**src/rtl/core/fnfp_pkg.sv**
```systemverilog
// fnfp_pkg: shared types and constants for the face normal pipeline
// no dependencies
`default_nettype none
package fnfp_pkg;

	localparam int unsigned FxWidth    = 32;
	localparam int unsigned RootWidth  = 24;
	localparam int unsigned RadWidth   = 48;
	localparam int unsigned RemWidth   = 28;
	localparam int unsigned DivSteps   = 48;
	localparam int unsigned SqrtSteps  = 24;

	typedef struct packed {
		logic signed [FxWidth-1:0] x;
		logic signed [FxWidth-1:0] y;
		logic signed [FxWidth-1:0] z;
	} fnfp_vec_t;

	typedef struct packed {
		logic degenerate;
		logic overflow;
	} fnfp_flag_t;

	function automatic logic signed [FxWidth-1:0] fx_mul(
		input logic signed [FxWidth-1:0] a,
		input logic signed [FxWidth-1:0] b
	);
		logic signed [2*FxWidth-1:0] p;
		p = (2*FxWidth)'(a) * (2*FxWidth)'(b);
		return p[FxWidth+15:16];
	endfunction

endpackage
`default_nettype wire

```
**src/rtl/core/fnfp_sqrt.sv**
```systemverilog
// fnfp_sqrt: bit-per-stage square root of the squared length, 8.16 result
// depends on fnfp_pkg
`default_nettype none
module fnfp_sqrt import fnfp_pkg::*; (
	input  wire logic           clk,
	input  wire logic           arst_n,
	input  wire logic           en,
	input  wire logic           in_v,
	input  wire fnfp_vec_t      n,
	input  wire logic [FxWidth-1:0] sum,
	input  wire fnfp_flag_t     flags,
	output logic                out_v,
	output fnfp_vec_t           n_out,
	output fnfp_flag_t          flags_out,
	output logic [RootWidth-1:0] len
);
	logic                 v_s    [0:SqrtSteps];
	fnfp_vec_t            n_s    [0:SqrtSteps];
	fnfp_flag_t           f_s    [0:SqrtSteps];
	logic [RadWidth-1:0]  rad_s  [0:SqrtSteps];
	logic [RemWidth-1:0]  rem_s  [0:SqrtSteps];
	logic [RootWidth-1:0] root_s [0:SqrtSteps];

	assign v_s[0]    = in_v;
	assign n_s[0]    = n;
	assign f_s[0]    = flags;
	assign rad_s[0]  = {1'b0, sum[FxWidth-2:0], 16'b0};
	assign rem_s[0]  = '0;
	assign root_s[0] = '0;

	for (genvar k = 0; k < SqrtSteps; k++) begin : g_step
		logic [RemWidth-1:0] r2, t;
		logic                ge;
		assign r2 = {rem_s[k][RemWidth-3:0], rad_s[k][RadWidth-1:RadWidth-2]};
		assign t  = {2'b00, root_s[k], 2'b01};
		assign ge = (r2 >= t);

		always_ff @(posedge clk or negedge arst_n) begin
			if (!arst_n) begin
				v_s[k+1] <= 1'b0;
			end else if (en) begin
				v_s[k+1] <= v_s[k];
			end
		end

		always_ff @(posedge clk) begin
			if (en) begin
				n_s[k+1]    <= n_s[k];
				f_s[k+1]    <= f_s[k];
				rad_s[k+1]  <= {rad_s[k][RadWidth-3:0], 2'b00};
				rem_s[k+1]  <= ge ? (r2 - t) : r2;
				root_s[k+1] <= {root_s[k][RootWidth-2:0], ge};
			end
		end
	end

	assign out_v     = v_s[SqrtSteps];
	assign n_out     = n_s[SqrtSteps];
	assign flags_out = f_s[SqrtSteps];
	assign len       = root_s[SqrtSteps];
endmodule
`default_nettype wire

```
**config.mk**
```make
export PLATFORM = sky130hd
export DESIGN_NAME = fnfp_sqrt
export DESIGN_NICKNAME = d
export VERILOG_FILES = /design/src/rtl/core/fnfp_pkg.sv /design/src/rtl/core/fnfp_sqrt.sv
export SDC_FILE = /design/constraint.sdc
export NUM_CORES = 2
export LEC_CHECK = 0
export ABC_AREA = 0
export BUFFER_PORTS_ARGS = -buffer_cell sky130_fd_sc_hd__buf_4
export CAP_MARGIN = 20
export CELL_PAD_IN_SITES_DETAIL_PLACEMENT = 1
export CELL_PAD_IN_SITES_GLOBAL_PLACEMENT = 2
export CORE_MARGIN = 4
export CORE_UTILIZATION = 51
export CTS_CLUSTER_DIAMETER = 80
export CTS_CLUSTER_SIZE = 12
export DETAILED_ROUTE_END_ITERATION = 16
export GPL_ROUTABILITY_DRIVEN = 0
export PLACE_DENSITY = 0.89
export SYNTH_ARGS = -nofsm -noshare
export SYNTH_HDL_FRONTEND = slang
export SYNTH_SLANG_ARGS = --single-unit
```
**constraint.sdc**
```tcl
create_clock -name clk -period 8.8 [get_ports clk]
set_input_delay 0.88 -clock clk [delete_from_list [all_inputs] [get_ports clk]]
set_output_delay 0.88 -clock clk [all_outputs]
set_load 0.01 [all_outputs]
```
==> metrics.csv <==
metric,value,unit
cap_violations,0,
cts_setup_buffers,0,
cts_tree,done,
antenna_found_initial,3,
hold_depth,1,
tns,0,ns
numCtsBuffers,341,
synth_cell_types,83,
synth_top_area_cell,edfxtp_1,
syn_to_final_growth,11.8,%
crit_type,register to register,
fin_crit,3.97,ns
worstPathRequired,9.41,ns
finalNetCount,7926,
ys_ff_latch,3467,
drv_slew,0,
syn_nets,7434,
async_flop_share,0.692,%
dp_hpwl,129000,µm
tritoncts_num_sinks,3467,
dp_cells,10400,
finClkSkew,0.108,ns
synthCells,6984,
ff2ff_setup_slack,4.83,ns
crit_arrival,4.58,ns
yosysMostFrequentCell,edfxtp_1,
synth_edf_count,3443,
grt-ovfl-total,0,
track_usage,16.4,%
grt_setup_unrepaired,false,
netlist_area,0.127,mm²
pre_cts_ws,4.74,ns
r2r_end,g_step[20].r2[15],
cts.clk_slew.worst_paths,0.06,ns
p_leak,0.0509,µW
ys_top_cells_by_count,"edfxtp_1 (3443), inv_1 (388), ha_1 (309), nor2_1 (276), a21oi_1 (273)",
r2r_cells,9,
ios,257,
hp-class,input port to register,
first_global_vias,61800,
crit_path_end_kind,register,
fp.dieH,508,µm
instances_no_fill,10900,
grt_pass1_wl,338000,µm
hold_end,n_s[2285],
hold_viol,0,
port-buffer-count,255,
root_buffer,clkbuf_16,
fill_cells,21900,
fmax,0.252,GHz
whs,0.120,ns
drt_iter0_markers,3336,
cp_max_fo,23,
reg2reg_from,g_step[19].r2[6],
cp-start-kind,register,
antenna_left,0,
grt_max_degree,224,
min-delay-start,n[77],
die-width,508,µm
period_share,45.1,%
rows,183,
tightest_slew,1.32,ns
synth_seq_area_share,81.7,%
viasPerCell,5.23,
die-area,0.258,mm²
first_pass_iters,5,
ys.flop_type,edfxtp_1,
slew_headroom,12.1,%
clk_latency,0.96,ns
wirelength,210000,µm
peakVddDrop,0.259,mV
synth_top_area_share,81.2,%
initial_core_util,51.2,%
drc,0,
synthTopCellsByArea,"edfxtp_1 (81%), ha_1 (3.0%), xnor2_1 (1.6%)",
htreeDepth,5,
setup_viol,0,
num_vias,56800,
drive_above_1_share,10.7,%
clockBufferDepth,4,
ys.warnings.count,0,
syn-mean-instance-area,18.2,µm²
status,"complete, no violations",
utilization,57.2,%
coreArea,0.248,mm²
wl_per_cell,19.3,µm
powerDensity,255,mW/mm²
layout_setup_ws,4.83,ns
## worst max path at each step
stage / end / depth (start not counted) / startpoint
final: g_step[20].r2[15] / 9 / g_step[19].r2[6]
after CTS: g_step[20].r2[15] / 9 / g_step[19].r2[6]
after global placement: g_step[20].r2[16] / 9 / g_step[19].r2[6]
after detailed placement: g_step[20].r2[16] / 9 / g_step[19].r2[6]
after global routing: g_step[20].r2[15] / 9 / g_step[19].r2[6]
after floorplan: g_step[18].r2[14] / 10 / g_step[17].r2[2]
## worst max-delay path, cell delays in order (launching register included)
cell and delay, ns:
edfxtp_1 0.41, ha_1 0.37, a2111oi_0 0.78, o21ai_0 0.42, a21oi_1 0.36, a21oi_1 0.18
nor3_2 0.18, buf_4 0.25, inv_1 0.36, mux2_2 0.39
## flip-flops by register name, indices dropped and copies added (netlist names)
register   cells
n_s         2208
out_v          1
g_step.t     276
len           24
g_step.r2    581
rad_s        210
n_out         96
v_s           23
flags_out      2
f_s           46
## metal layers
metal  GRT usage [%]  share of wire (%)  vias to the layer above
li1                -                  -                    27400
met1            19.5                 39                    28200
met2            30.3                 55                      875
met3            2.86                3.5                      400
met4            5.27                2.8                        0
met5               0                  0                        -
## area by class of cell
cell class              count  area, µm²  area share (%)
diodes                      2       5.00         0.00352
flip-flops and latches   3467     104000            73.1
clock buffers             381       8730            6.14
clock inverters            19        234           0.165
well taps                3330       4170            2.93
multi-input cells        2944      20800            14.6
inverters                 389       1460            1.03
repair buffers            333       2880            2.02
## stage by stage
step                      total power, µW  area (µm²)
after global routing                38100      142000
after CTS                           36800      142000
final                               36300      142000
after floorplan                     22800      127000
after global placement              23800      133000
after detailed placement            24100      133000
## kinds of logic (layout without fill, tap and decap cells)
group,count (synthesis),after routing,share of synthesized area [%]
flops,3467,3467,81.7
xor+xnor,437,437,3.01
other cells,1,3,0.00295
simple gates,1168,1168,4.63
compound gates,922,922,4.62
mux,100,100,0.877
fa+ha+maj,316,316,3.15
buf+inv,573,1122,1.99
## power by group
part / leakage, µW / switching (µW) / internal [µW]
Combinational: 0.0128 / 1870 / 1390
Sequential: 0.0336 / 679 / 19800
Clock: 0.00438 / 5550 / 6960
Total: 0.0509 / 8100 / 28200
## timing repair
action | in CTS | in global routing
gates resized for setup | 0 | 0
hold buffers | 30 | 0
endpoints found under the hold margin | 53 | 0
## placed cells by master, fill, tap and decap left out, types with 209 or more instances in the layout
cell | Yosys | layout
o21ai_0 | 209 | 209
clkbuf_16 | 0 | 343
xnor2_1 | 234 | 234
nand2_1 | 272 | 272
nor2_1 | 276 | 276
edfxtp_1 | 3443 | 3443
buf_4 | 98 | 282
inv_1 | 388 | 388
a21oi_1 | 273 | 271
ha_1 | 309 | 309
(Power assumes the default switching activity.)
